--- config.mk ---
export PLATFORM = sky130hd
export DESIGN_NAME = frame_animation_sequencer
export DESIGN_NICKNAME = d
export VERILOG_FILES = /design/src/design/fas_pkg.sv /design/src/design/fas_search.sv /design/src/design/fas_datapath.sv /design/src/design/fas_ctrl.sv /design/src/design/frame_animation_sequencer.sv
export SDC_FILE = /design/constraint.sdc
export NUM_CORES = 1
export LEC_CHECK = 0
export ABC_AREA = 1
export BUFFER_PORTS_ARGS = -buffer_cell sky130_fd_sc_hd__buf_2
export CAP_MARGIN = 20
export CORE_MARGIN = 4
export CORE_UTILIZATION = 35
export DETAILED_ROUTE_END_ITERATION = 12
export PLACE_DENSITY = 0.49
export SLEW_MARGIN = 5
export SYNTH_ARGS = -nofsm -noshare
export SYNTH_HDL_FRONTEND = slang
export SYNTH_SLANG_ARGS = --single-unit
--- constraint.sdc ---
create_clock -name i_clk -period 5.1 [get_ports i_clk]
set_input_delay 1.275 -clock i_clk [delete_from_list [all_inputs] [get_ports i_clk]]
set_output_delay 1.275 -clock i_clk [all_outputs]
set_load 0.02 [all_outputs]
--- src/design/fas_pkg.sv ---
// Shared types, codes and step helpers for the frame animation sequencer.
// No dependencies; the search, datapath, controller and top-level files import this package.
package fas_pkg;

    localparam int FRAMES_DEF = 31;

    typedef logic [4:0]  t_frame;
    typedef logic [15:0] t_dwell;

    // request kinds
    localparam logic [3:0] KIND_TICK      = 4'd0;
    localparam logic [3:0] KIND_HIDE      = 4'd1;
    localparam logic [3:0] KIND_STOP      = 4'd2;
    localparam logic [3:0] KIND_STEP_FWD  = 4'd3;
    localparam logic [3:0] KIND_STEP_BACK = 4'd4;
    localparam logic [3:0] KIND_LOOP_FWD  = 4'd5;
    localparam logic [3:0] KIND_LOOP_BACK = 4'd6;
    localparam logic [3:0] KIND_ROCK      = 4'd7;
    localparam logic [3:0] KIND_FIRST     = 4'd8;
    localparam logic [3:0] KIND_LAST      = 4'd9;
    localparam logic [3:0] KIND_CURRENT   = 4'd10;

    // configuration register indexes
    localparam logic [2:0] REG_FRAME_COUNT  = 3'd0;
    localparam logic [2:0] REG_START_FRAME  = 3'd1;
    localparam logic [2:0] REG_DWELL_FIRST  = 3'd2;
    localparam logic [2:0] REG_DWELL_MIDDLE = 3'd3;
    localparam logic [2:0] REG_DWELL_LAST   = 3'd4;
    localparam logic [2:0] REG_BAD_FRAMES   = 3'd5;
    localparam logic [2:0] REG_ALL_BAD      = 3'd6;

    // loop modes
    localparam logic [1:0] MODE_NONE = 2'd0;
    localparam logic [1:0] MODE_FWD  = 2'd1;
    localparam logic [1:0] MODE_BACK = 2'd2;
    localparam logic [1:0] MODE_ROCK = 2'd3;

    // search start selects
    localparam logic [1:0] SEL_FIRST = 2'd0;
    localparam logic [1:0] SEL_LAST  = 2'd1;
    localparam logic [1:0] SEL_NEXT  = 2'd2;
    localparam logic [1:0] SEL_CMD   = 2'd3;

    localparam t_dwell DEFAULT_DWELL = 16'd100;
    localparam t_dwell START_DWELL   = 16'd1;

    typedef struct packed {
        logic       latch;
        logic       cfg_we;
        logic       srch_start;
        logic [1:0] srch_sel;
        logic       save_first;
        logic       save_last;
        logic       save_index;
        logic       decide;
        logic       finish;
    } t_dp_cmd;

    typedef struct packed {
        logic drop;
        logic direct;
        logic tick;
        logic srch_done;
        logic n_zero;
        logic out_free;
    } t_dp_stat;

    function automatic t_frame clamp_frames(input t_frame fc, input t_frame lim);
        return (fc > lim) ? lim : fc;
    endfunction

    function automatic t_frame total_of(input t_frame num);
        return (num == 5'd0) ? 5'd1 : num;
    endfunction

    function automatic t_frame step_fwd(input t_frame p, input t_frame num);
        logic [5:0] s;
        s = {1'b0, p} + 6'd1;
        return (s > {1'b0, num}) ? 5'(s - {1'b0, total_of(num)}) : s[4:0];
    endfunction

    function automatic t_frame step_back(input t_frame p, input t_frame num);
        t_frame lim;
        lim = (num != 5'd0) ? 5'd2 : 5'd1;
        return (p < lim) ? 5'({1'b0, p} + {1'b0, total_of(num)} - 6'd1) : (p - 5'd1);
    endfunction

endpackage

--- src/design/fas_search.sv ---
// Bounded circular search for the next frame not flagged bad, one probe a cycle.
// Depends on fas_pkg.
module fas_search #(
    parameter int FRAMES = fas_pkg::FRAMES_DEF
) (
    input  logic            i_clk,
    input  logic            i_rst_n,
    input  logic            i_start,
    input  fas_pkg::t_frame i_start_frame,
    input  logic            i_back,
    input  fas_pkg::t_frame i_num,
    input  logic [31:0]     i_bad,
    output logic            o_done,
    output fas_pkg::t_frame o_found
);
    import fas_pkg::*;

    localparam int               CNT_W    = $clog2(FRAMES + 1);
    localparam logic [CNT_W-1:0] CNT_LAST = CNT_W'(FRAMES);

    logic             r_busy;
    t_frame           r_probe;
    logic             r_back;
    logic [CNT_W-1:0] r_cnt;
    logic             w_good;

    assign w_good  = !i_bad[r_probe];
    assign o_done  = r_busy && (w_good || (r_cnt == CNT_LAST));
    assign o_found = w_good ? r_probe : 5'd0;

    always_ff @(posedge i_clk) begin
        if (!i_rst_n) begin
            r_busy <= 1'b0;
        end else if (i_start) begin
            r_busy <= 1'b1;
        end else if (o_done) begin
            r_busy <= 1'b0;
        end
    end

    always_ff @(posedge i_clk) begin
        if (i_start) begin
            // saturate the start index to the loop length
            r_probe <= (i_start_frame > i_num) ? i_num : i_start_frame;
            r_back  <= i_back;
            r_cnt   <= '0;
        end else if (r_busy && !o_done) begin
            r_probe <= r_back ? step_back(r_probe, i_num) : step_fwd(r_probe, i_num);
            r_cnt   <= r_cnt + 1'b1;
        end
    end

endmodule

--- src/design/fas_datapath.sv ---
// Datapath: configuration, sequencer state, dwell choice and the output register.
// Depends on fas_pkg and fas_search.
module fas_datapath #(
    parameter int FRAMES = fas_pkg::FRAMES_DEF
) (
    input  logic              i_clk,
    input  logic              i_rst_n,
    input  fas_pkg::t_dp_cmd  i_cmd,
    output fas_pkg::t_dp_stat o_stat,
    input  logic [3:0]        i_s_tuser,
    input  logic [7:0]        i_s_tdata,
    input  logic [2:0]        i_cfg_index,
    input  logic [31:0]       i_cfg_data,
    output logic              o_m_tvalid,
    input  logic              i_m_tready,
    output logic [31:0]       o_m_tdata
);
    import fas_pkg::*;

    localparam t_frame FRAME_LIM = (FRAMES > 31) ? 5'd31 : 5'(FRAMES);

    // configuration
    t_frame      r_frame_count;
    t_frame      r_start_frame;
    t_dwell      r_dwell_first;
    t_dwell      r_dwell_middle;
    t_dwell      r_dwell_last;
    logic [31:0] r_bad_frames;
    logic        r_all_bad;
    logic        r_configured;

    // sequencer state
    t_frame      r_frame_index;
    t_frame      r_saved_index;
    t_frame      r_shown;
    logic        r_dir_back;
    logic [1:0]  r_loop_mode;
    logic        r_hidden;
    logic        r_running;

    // request and working values
    logic [3:0]  r_kind;
    logic        r_at_cur;
    t_frame      r_first;
    t_frame      r_last;
    t_frame      r_ipxm;
    t_dwell      r_dwell;
    logic        r_m_valid;
    logic [31:0] r_m_data;

    t_frame      w_num;
    t_frame      w_total;
    t_frame      w_fst;
    logic        w_is_tick;
    logic        w_is_loop;
    logic        w_srch_done;
    t_frame      w_found;

    // setup values on a frame_count or start_frame write
    t_frame      w_new_fc;
    t_frame      w_new_sf;
    t_frame      w_new_num;
    t_frame      w_setup_idx;

    // tick decision
    logic        w_tick_dir;
    t_dwell      w_tick_dwell;

    // search launch
    logic        w_keep;
    logic        w_loop_dir;
    t_frame      w_cmd_start;
    logic        w_cmd_back;
    t_frame      w_srch_start;
    logic        w_srch_back;

    // values committed at the end of a request
    t_frame      n_frame_out;
    t_dwell      n_dwell_out;
    logic        n_running;
    logic        n_hidden;
    logic [1:0]  n_loop_mode;

    assign w_num     = clamp_frames(r_frame_count, FRAME_LIM);
    assign w_total   = total_of(w_num);
    assign w_fst     = {4'd0, w_num != 5'd0};
    assign w_is_tick = (r_kind == KIND_TICK);

    always_comb begin
        w_is_loop = r_kind inside {KIND_LOOP_FWD, KIND_LOOP_BACK, KIND_ROCK};
    end

    assign o_stat.drop      = !r_configured || (r_kind > KIND_CURRENT) ||
                              (w_is_tick && !r_running);
    assign o_stat.direct    = r_all_bad || (r_kind == KIND_HIDE);
    assign o_stat.tick      = w_is_tick;
    assign o_stat.srch_done = w_srch_done;
    assign o_stat.n_zero    = (w_num == 5'd0);
    assign o_stat.out_free  = !r_m_valid || i_m_tready;

    assign w_new_fc    = (i_cfg_index == REG_FRAME_COUNT) ? i_cfg_data[4:0] : r_frame_count;
    assign w_new_sf    = (i_cfg_index == REG_START_FRAME) ? i_cfg_data[4:0] : r_start_frame;
    assign w_new_num   = clamp_frames(w_new_fc, FRAME_LIM);
    assign w_setup_idx = (w_new_sf >= 5'd1 && w_new_sf <= w_new_num) ? w_new_sf : 5'd0;

    // dwell and direction from the position against the two ends of the loop
    always_comb begin
        w_tick_dir   = r_dir_back;
        w_tick_dwell = DEFAULT_DWELL;
        case (r_loop_mode)
            MODE_FWD: begin
                w_tick_dir   = 1'b0;
                w_tick_dwell = (r_frame_index == r_first) ? r_dwell_first :
                               (r_frame_index == r_last)  ? r_dwell_last  : r_dwell_middle;
            end
            MODE_BACK: begin
                w_tick_dir   = 1'b1;
                w_tick_dwell = (r_frame_index == r_first) ? r_dwell_last  :
                               (r_frame_index == r_last)  ? r_dwell_first : r_dwell_middle;
            end
            MODE_ROCK: begin
                if (r_frame_index == r_first) begin
                    w_tick_dir = 1'b0;
                end else if (r_frame_index == r_last) begin
                    w_tick_dir = 1'b1;
                end
                w_tick_dwell = (r_frame_index == r_first || r_frame_index == r_last) ?
                               r_dwell_last : r_dwell_middle;
            end
            default: begin
                w_tick_dwell = DEFAULT_DWELL;
            end
        endcase
    end

    assign w_keep     = r_at_cur && ((r_kind == KIND_LOOP_BACK) ? (r_shown != w_fst) :
                                                               (r_shown != w_num));
    assign w_loop_dir = w_keep ? r_dir_back : (r_kind == KIND_LOOP_BACK);

    always_comb begin
        case (r_kind)
            KIND_STOP: begin
                w_cmd_start = r_at_cur ? r_shown : w_num;
                w_cmd_back  = !r_at_cur;
            end
            KIND_STEP_FWD: begin
                w_cmd_start = step_fwd(r_frame_index, w_num);
                w_cmd_back  = 1'b0;
            end
            KIND_STEP_BACK: begin
                w_cmd_start = step_back(r_frame_index, w_num);
                w_cmd_back  = 1'b1;
            end
            KIND_LOOP_FWD, KIND_LOOP_BACK, KIND_ROCK: begin
                w_cmd_start = w_keep ? r_shown : (w_loop_dir ? w_num : w_fst);
                w_cmd_back  = w_loop_dir;
            end
            KIND_FIRST: begin
                w_cmd_start = w_fst;
                w_cmd_back  = 1'b0;
            end
            KIND_LAST: begin
                w_cmd_start = w_num;
                w_cmd_back  = 1'b1;
            end
            default: begin
                w_cmd_start = r_frame_index;
                w_cmd_back  = 1'b0;
            end
        endcase
    end

    always_comb begin
        case (i_cmd.srch_sel)
            SEL_FIRST: begin
                w_srch_start = w_fst;
                w_srch_back  = 1'b0;
            end
            SEL_LAST: begin
                w_srch_start = w_num;
                w_srch_back  = 1'b1;
            end
            SEL_NEXT: begin
                w_srch_start = w_tick_dir ? step_back(r_frame_index, w_num) :
                                            step_fwd(r_frame_index, w_num);
                w_srch_back  = w_tick_dir;
            end
            default: begin
                w_srch_start = w_cmd_start;
                w_srch_back  = w_cmd_back;
            end
        endcase
    end

    fas_search #(
        .FRAMES (FRAMES)
    ) u_search (
        .i_clk         (i_clk),
        .i_rst_n       (i_rst_n),
        .i_start       (i_cmd.srch_start),
        .i_start_frame (w_srch_start),
        .i_back        (w_srch_back),
        .i_num         (w_num),
        .i_bad         (r_bad_frames),
        .o_done        (w_srch_done),
        .o_found       (w_found)
    );

    always_comb begin
        n_loop_mode = w_is_tick ? r_loop_mode :
                      (w_is_loop ? 2'(r_kind - KIND_STEP_BACK) : MODE_NONE);
        n_running   = r_running;
        if (r_kind == KIND_STOP) begin
            n_running = 1'b0;
        end else if (w_is_loop && !r_all_bad && w_total > 5'd1) begin
            n_running = 1'b1;
        end
        if (w_is_tick) begin
            n_hidden = r_hidden;
        end else if (r_kind == KIND_HIDE) begin
            n_hidden = r_all_bad ? r_hidden : !r_hidden;
        end else begin
            n_hidden = 1'b0;
        end
        if (r_all_bad) begin
            n_frame_out = 5'd0;
            n_dwell_out = w_is_tick ? DEFAULT_DWELL : 16'd0;
        end else if (w_is_tick) begin
            n_frame_out = r_ipxm;
            n_dwell_out = r_dwell;
        end else if (r_kind == KIND_HIDE) begin
            n_frame_out = r_hidden ? r_saved_index : 5'd0;
            n_dwell_out = 16'd0;
        end else begin
            n_frame_out = r_frame_index;
            n_dwell_out = (w_is_loop && w_total > 5'd1) ? START_DWELL : 16'd0;
        end
    end

    always_ff @(posedge i_clk) begin
        if (!i_rst_n) begin
            r_frame_count  <= 5'd0;
            r_start_frame  <= 5'd0;
            r_dwell_first  <= DEFAULT_DWELL;
            r_dwell_middle <= DEFAULT_DWELL;
            r_dwell_last   <= DEFAULT_DWELL;
            r_bad_frames   <= 32'd0;
            r_all_bad      <= 1'b0;
            r_configured   <= 1'b0;
            r_frame_index  <= 5'd0;
            r_saved_index  <= 5'd0;
            r_shown        <= 5'd0;
            r_dir_back     <= 1'b0;
            r_loop_mode    <= MODE_NONE;
            r_hidden       <= 1'b0;
            r_running      <= 1'b0;
            r_m_valid      <= 1'b0;
        end else begin
            if (i_cmd.cfg_we) begin
                case (i_cfg_index)
                    REG_FRAME_COUNT, REG_START_FRAME: begin
                        r_frame_count <= w_new_fc;
                        r_start_frame <= w_new_sf;
                        r_frame_index <= w_setup_idx;
                        r_hidden      <= 1'b0;
                        if (w_new_num == 5'd0) begin
                            r_shown <= 5'd0;
                        end
                        r_configured  <= 1'b1;
                    end
                    REG_DWELL_FIRST: begin
                        r_dwell_first <= i_cfg_data[15:0];
                        r_configured  <= 1'b1;
                    end
                    REG_DWELL_MIDDLE: begin
                        r_dwell_middle <= i_cfg_data[15:0];
                        r_configured   <= 1'b1;
                    end
                    REG_DWELL_LAST: begin
                        r_dwell_last <= i_cfg_data[15:0];
                        r_configured <= 1'b1;
                    end
                    REG_BAD_FRAMES: begin
                        r_bad_frames <= i_cfg_data;
                        r_configured <= 1'b1;
                    end
                    REG_ALL_BAD: begin
                        r_all_bad    <= i_cfg_data[0];
                        r_configured <= 1'b1;
                    end
                    default: begin
                    end
                endcase
            end
            if (i_cmd.srch_start && i_cmd.srch_sel == SEL_CMD && w_is_loop) begin
                r_dir_back <= w_loop_dir;
            end
            if (i_cmd.decide) begin
                r_dir_back <= w_tick_dir;
            end
            if (i_cmd.save_index && w_srch_done) begin
                r_frame_index <= w_found;
            end
            if (i_cmd.finish) begin
                r_loop_mode <= n_loop_mode;
                r_running   <= n_running;
                r_hidden    <= n_hidden;
                r_shown     <= n_frame_out;
                if (r_kind == KIND_HIDE && !r_all_bad) begin
                    r_frame_index <= n_frame_out;
                    if (!r_hidden) begin
                        r_saved_index <= r_frame_index;
                    end
                end
                r_m_valid <= 1'b1;
            end else if (i_m_tready) begin
                r_m_valid <= 1'b0;
            end
        end
    end

    always_ff @(posedge i_clk) begin
        if (i_cmd.latch) begin
            r_kind   <= i_s_tuser;
            r_at_cur <= i_s_tdata[0];
        end
        if (i_cmd.save_first && w_srch_done) begin
            r_first <= w_found;
        end
        if (i_cmd.save_last && w_srch_done) begin
            r_last <= w_found;
        end
        if (i_cmd.decide) begin
            r_ipxm  <= r_frame_index;
            r_dwell <= w_tick_dwell;
        end
        if (i_cmd.finish) begin
            r_m_data <= {4'd0, n_hidden, n_running, n_dwell_out, w_total, n_frame_out};
        end
    end

    assign o_m_tvalid = r_m_valid;
    assign o_m_tdata  = r_m_data;

endmodule

--- src/design/fas_ctrl.sv ---
// Controller state machine: accepts requests and sequences searches and commit.
// Depends on fas_pkg.
module fas_ctrl (
    input  logic              i_clk,
    input  logic              i_rst_n,
    input  logic              i_s_tvalid,
    output logic              o_s_tready,
    input  logic              i_cfg_valid,
    output logic              o_cfg_ready,
    input  fas_pkg::t_dp_stat i_stat,
    output fas_pkg::t_dp_cmd  o_cmd
);
    import fas_pkg::*;

    localparam logic [2:0] S_IDLE     = 3'd0;
    localparam logic [2:0] S_DISPATCH = 3'd1;
    localparam logic [2:0] S_FIRST    = 3'd2;
    localparam logic [2:0] S_LAST     = 3'd3;
    localparam logic [2:0] S_DECIDE   = 3'd4;
    localparam logic [2:0] S_NEXT     = 3'd5;
    localparam logic [2:0] S_CMD      = 3'd6;
    localparam logic [2:0] S_FINISH   = 3'd7;

    logic [2:0] r_state;
    logic [2:0] n_state;

    assign o_s_tready  = (r_state == S_IDLE);
    assign o_cfg_ready = (r_state == S_IDLE);

    always_comb begin
        n_state      = r_state;
        o_cmd        = '0;
        o_cmd.cfg_we = i_cfg_valid && (r_state == S_IDLE);
        case (r_state)
            S_IDLE: begin
                if (i_s_tvalid) begin
                    o_cmd.latch = 1'b1;
                    n_state     = S_DISPATCH;
                end
            end
            S_DISPATCH: begin
                if (i_stat.drop) begin
                    n_state = S_IDLE;
                end else if (i_stat.direct) begin
                    n_state = S_FINISH;
                end else if (i_stat.tick) begin
                    o_cmd.srch_start = 1'b1;
                    o_cmd.srch_sel   = SEL_FIRST;
                    n_state          = S_FIRST;
                end else begin
                    o_cmd.srch_start = 1'b1;
                    o_cmd.srch_sel   = SEL_CMD;
                    n_state          = S_CMD;
                end
            end
            S_FIRST: begin
                o_cmd.save_first = 1'b1;
                if (i_stat.srch_done) begin
                    o_cmd.srch_start = 1'b1;
                    o_cmd.srch_sel   = SEL_LAST;
                    n_state          = S_LAST;
                end
            end
            S_LAST: begin
                o_cmd.save_last = 1'b1;
                if (i_stat.srch_done) begin
                    n_state = S_DECIDE;
                end
            end
            S_DECIDE: begin
                o_cmd.decide = 1'b1;
                if (i_stat.n_zero) begin
                    n_state = S_FINISH;
                end else begin
                    o_cmd.srch_start = 1'b1;
                    o_cmd.srch_sel   = SEL_NEXT;
                    n_state          = S_NEXT;
                end
            end
            S_NEXT, S_CMD: begin
                o_cmd.save_index = 1'b1;
                if (i_stat.srch_done) begin
                    n_state = S_FINISH;
                end
            end
            S_FINISH: begin
                if (i_stat.out_free) begin
                    o_cmd.finish = 1'b1;
                    n_state      = S_IDLE;
                end
            end
            default: begin
                n_state = S_IDLE;
            end
        endcase
    end

    always_ff @(posedge i_clk) begin
        if (!i_rst_n) begin
            r_state <= S_IDLE;
        end else begin
            r_state <= n_state;
        end
    end

endmodule

--- src/design/frame_animation_sequencer.sv ---
// Top level of the frame animation sequencer: controller plus datapath.
// Depends on fas_pkg, fas_ctrl, fas_datapath and fas_search.
//
//  Channel   Dir  Handshake                 Carries
//  s         in   i_s_tvalid / o_s_tready   one request: kind and stop_at_current
//  m         out  o_m_tvalid / i_m_tready   one result: frame, totals, dwell, flags
//  cfg       in   i_cfg_valid / o_cfg_ready register index and write data
//
// Sequence: a request is not taken until the previous one has committed. Its bad-frame
//  searches run one after another in the shared search unit, one probe per cycle; a
//  search makes 1 to FRAMES+1 probes. A tick runs a first and a last search, a decide
//  state and, unless the loop is empty, a next search. Hide and all-bad requests skip the search.
// Reset: i_rst_n is synchronous and active low; configuration, loop state and valid flags return to their defaults.
// Stalls: the result sits in an output register; a new request is taken while it waits,
//  and the controller holds in its finish state only when a second result is ready.
module frame_animation_sequencer #(
    parameter int FRAMES = fas_pkg::FRAMES_DEF
) (
    input  logic        i_clk,
    input  logic        i_rst_n,
    // request stream
    input  logic        i_s_tvalid,
    output logic        o_s_tready,
    input  logic [7:0]  i_s_tdata,   // [0] stop_at_current, [7:1] zero
    input  logic [3:0]  i_s_tuser,   // [3:0] kind
    // result stream
    output logic        o_m_tvalid,
    input  logic        i_m_tready,
    output logic [31:0] o_m_tdata,   // [4:0] frame, [9:5] frame_total, [25:10] dwell_ms,
                                     // [26] animating, [27] blank_shown, [31:28] zero
    // configuration writes
    input  logic        i_cfg_valid,
    output logic        o_cfg_ready,
    input  logic [2:0]  i_cfg_index,
    input  logic [31:0] i_cfg_data
);
    import fas_pkg::*;

    t_dp_cmd  w_cmd;
    t_dp_stat w_stat;

    // Sequence each request: dispatch, search, decide on ticks, then commit.
    fas_ctrl u_ctrl (
        .i_clk       (i_clk),
        .i_rst_n     (i_rst_n),
        .i_s_tvalid  (i_s_tvalid),
        .o_s_tready  (o_s_tready),
        .i_cfg_valid (i_cfg_valid),
        .o_cfg_ready (o_cfg_ready),
        .i_stat      (w_stat),
        .o_cmd       (w_cmd)
    );

    // Hold configuration and loop state; drive the result register.
    fas_datapath #(
        .FRAMES (FRAMES)
    ) u_datapath (
        .i_clk       (i_clk),
        .i_rst_n     (i_rst_n),
        .i_cmd       (w_cmd),
        .o_stat      (w_stat),
        .i_s_tuser   (i_s_tuser),
        .i_s_tdata   (i_s_tdata),
        .i_cfg_index (i_cfg_index),
        .i_cfg_data  (i_cfg_data),
        .o_m_tvalid  (o_m_tvalid),
        .i_m_tready  (i_m_tready),
        .o_m_tdata   (o_m_tdata)
    );

endmodule

==> flow_summary.yaml <==
run_status:
  status: "completed"
synth:
  synth_seq_cells: 192
  yosysSeqAreaShare: 0.4059
  postSynthCellCount: 1491
  synth_flop_cell: "dfxtp_1"
  synth_edf_count: 70
  avgSynthCellArea_sq_um: 7.508
  synthArstFlopShare: 0
  syn_area_sq_um: 11190
  yosys_warnings: 0
  synth_cell_type_count: 48
global_routing:
  grt_pass1_vias: 9582
  grt_max_degree: 96
  grtUsageTotal: 0.1899
  grt_overflow: 0
  grt_pass1_wl_mm: 53.13
  grt_antenna_before_repair: 0
clock_network:
  cts-resized-gates: 0
  clkLatencyLatePin_ns: 0.44
  cts.clk_slew.worst_paths_ns: 0.08
  cts_tree: "built"
  cts-buffers-inserted: 17
  cts_hold_buf: 0
  clockBufferDepth: 2
  cts_root_buf: "clkbuf_16"
  post-cts-setup-buffers: 0
  numClockSinks: 192
  h-tree-depth: 4
placed_design:
  place.gp.congestion: 0.9077
  dp_hpwl_mm: 24.23
  dp.cells: 1927
  io_buffers: 75
final_layout:
  final_cells: 1960
  syn_to_final_growth_pct: 11.80
  layout.nets: 1647
  drive_gt1_frac: 0.1252
  num_antenna_cells: 0
sta:
  slew_violations: 0
  hold_viol_final: 0
  fin_crit_sh: 0.8620
  fmax_mhz: 227.5
  tightest_slew_ns: 1.082
  post-route-min-period_ns: 4.396
  fin_skew_ns: 0.01171
  slew_headroom: 0.2745
  setup_viol: 0
  setup_tns_ns: 0
  holdWs_ns: 0.4603
  rsz0062_at_grt: "false"
drt:
  drt_iter0_markers: 781
  routedWlPerCell_microns: 17.04
  ant_nets: 0
  routed-via-count: 9989
  drc: 0
  vias_per_cell: 5.096
  drt-total-wl_mm: 33.39
  drt-pass1-iter-count: 7
floorplan:
  die_h_microns: 186.8
  coreArea_sq_um: 31560
  rows: 65
  start_util: 0.3548
  die_x_microns: 186.8
  num_io_pins: 87
  dieArea_sq_um: 34910
worst_setup_path:
  critical_path_arrival_ns: 4.72
  path_buf_inv: 4
  crit_type: "reg2reg"
  cp-end-kind: "flip-flop"
  r2r_cells: 27
  crit_family: "simple AND/OR/NAND/NOR gates"
  reg2reg_slack_ns: 0.70
  critPathLaunchType: "flip-flop"
  slowest_stage: "dfxtp_1"
  cp_num_cells: 27
  required_ns: 5.42
  slowest_delay_ns: 0.63
  path_max_fanout: 9
  worst_path_most_repeated_cell: "nand2_1"
power_and_ir_drop:
  p_per_area_nw_per_um2: 357.9
  p_switching_uw: 1594
  seqPwrFrac: 0.401
  cellLeakagePower_uw: 0.005319
  power.share.clock: 0.312
  swShare: 0.3559
  vdd_drop_max_uv: 284.3
  p_comb_frac: 0.287
  p_int_uw: 2885
hold_path:
  hold_depth: 2
  hp-class: "reg2reg"
run:
  maxCapViolations: 0
-- state kept, by name, summed over array words and instances (netlist names), 2 cells and up --
name / flops
u_ctrl.r_state: 3
u_datapath.o_m_tdata: 28
u_datapath.r_bad_frames: 32
u_datapath.r_dwell: 16
u_datapath.r_dwell_first: 16
u_datapath.r_dwell_last: 16
u_datapath.r_dwell_middle: 16
u_datapath.r_first: 5
u_datapath.r_frame_count: 5
u_datapath.r_frame_index: 5
u_datapath.r_ipxm: 5
u_datapath.r_kind: 4
u_datapath.r_last: 5
u_datapath.r_loop_mode: 2
u_datapath.r_saved_index: 5
u_datapath.r_shown: 5
u_datapath.r_start_frame: 5
u_datapath.u_search.r_cnt: 5
u_datapath.u_search.r_probe: 5
-- worst register-to-register path: stages, from the launching register on --
cell and delay (ns):
dfxtp_1 0.63, nand2_1 0.13, inv_1 0.09, nand3_1 0.07
nand2_1 0.09, inv_1 0.05, ha_1 0.33, a21oi_1 0.24
nand2_1 0.08, nand2_1 0.06, nand2_1 0.05, nand2_1 0.10
nand2_1 0.16, o21ai_0 0.36, nand2_1 0.10, nand3_1 0.08
o211ai_1 0.08, nand2_1 0.15, inv_1 0.07, ha_1 0.28
nand2_1 0.06, nor2_1 0.11, nand2_1 0.06, a32oi_1 0.43
inv_1 0.19, nand3_1 0.13, nand2_1 0.06, nand2_1 0.05
-- worst paths after layout --
check / from / to
worst max register to register: u_datapath.r_frame_index[2] / u_datapath.u_search.r_probe[0]
worst max-delay path: u_datapath.r_frame_index[2] / u_datapath.u_search.r_probe[0]
worst min-delay path: u_datapath.r_bad_frames[21] / u_datapath.r_bad_frames[21]
worst min register to register: u_datapath.r_bad_frames[21] / u_datapath.r_bad_frames[21]
-- through the flow --
stage / instance area, sq um / util / power, uW / worst slack, ns
floorplan: 11210 / - / 2771 / 1.290
global placement: 11900 / 0.3772 / 3100 / 0.8244
detailed placement: 11900 / 0.3772 / 3117 / 0.7101
CTS: 12500 / 0.3963 / 4511 / 0.6933
global route: 12520 / 0.3966 / 4769 / 0.1887
finish: 12520 / 0.3966 / 4479 / 0.7040
-- cell usage in the layout (no fill, tap or decap), types with 10 or more instances in the layout --
master       n
nand2_1    302
dfxtp_1    122
edfxtp_1    70
o221ai_1    14
o21ai_0    140
o21ai_1     23
xnor2_1     13
a21oi_1    153
inv_2       21
o22ai_1     11
buf_2       75
clkbuf_16   17
buf_4       20
o211ai_1    20
nand4_1     10
xor2_1      20
ha_1        46
nand3_1     87
nor2_1     119
inv_1      170
nor2_2      14
-- synthesized netlist by cell type (13+ instances only) --
cell,count,share of area
nand2_1,302,0.10
inv_1,170,0.057
a21oi_1,153,0.068
o21ai_0,140,0.063
dfxtp_1,122,0.22
nor2_1,120,0.040
nand3_1,87,0.039
edfxtp_1,70,0.19
ha_1,46,0.051
clkbuf_1,36,0.012
o21ai_1,23,0.010
inv_2,21,0.0070
o211ai_1,20,0.013
xor2_1,20,0.016
o221ai_1,14,0.011
nor2_2,13,0.0073
xnor2_1,13,0.010
-- final cells by class --
type,instances,area [sq um]
inverters,195,735.7
flip-flops and latches,192,4544
clock buffers,19,452.9
well taps,402,503.0
clock inverters,13,150.1
multi-input cells,1043,5593
fillers,3332,19040
repair buffers,96,536.8
-- power groups by stage --
| stage | registers (uW) | logic (uW) | clock network, uW |
|---|---|---|---|
| 2_1_floorplan | 1790 | 981 | 0 |
| 3_3_place_gp | 1830 | 1270 | 0 |
| 3_5_place_dp | 1830 | 1290 | 0 |
| 4_1_cts | 1800 | 1290 | 1420 |
| 5_1_grt | 1810 | 1470 | 1490 |
| 6_report | 1800 | 1290 | 1400 |
-- per-layer routing --
layer,wire [microns],vias up,global-route usage
met5,0,-,0
met4,651,0,0.05774
met3,1400,35,0.02594
met2,15080,228,0.3058
met1,16260,4636,0.2668
li1,-,5090,-
-- cells by family after synthesis --
kind of cell / synth area share
other: 0.0003350
flip-flops: 0.4059
AO/OA/AOI/OAI: 0.1908
AND/OR/NAND/NOR: 0.2224
buffers and inverters: 0.09612
adder cells (fa/ha/maj): 0.05857
XOR/XNOR: 0.02582
No activity file was read; power rests on OpenSTA's default activity.
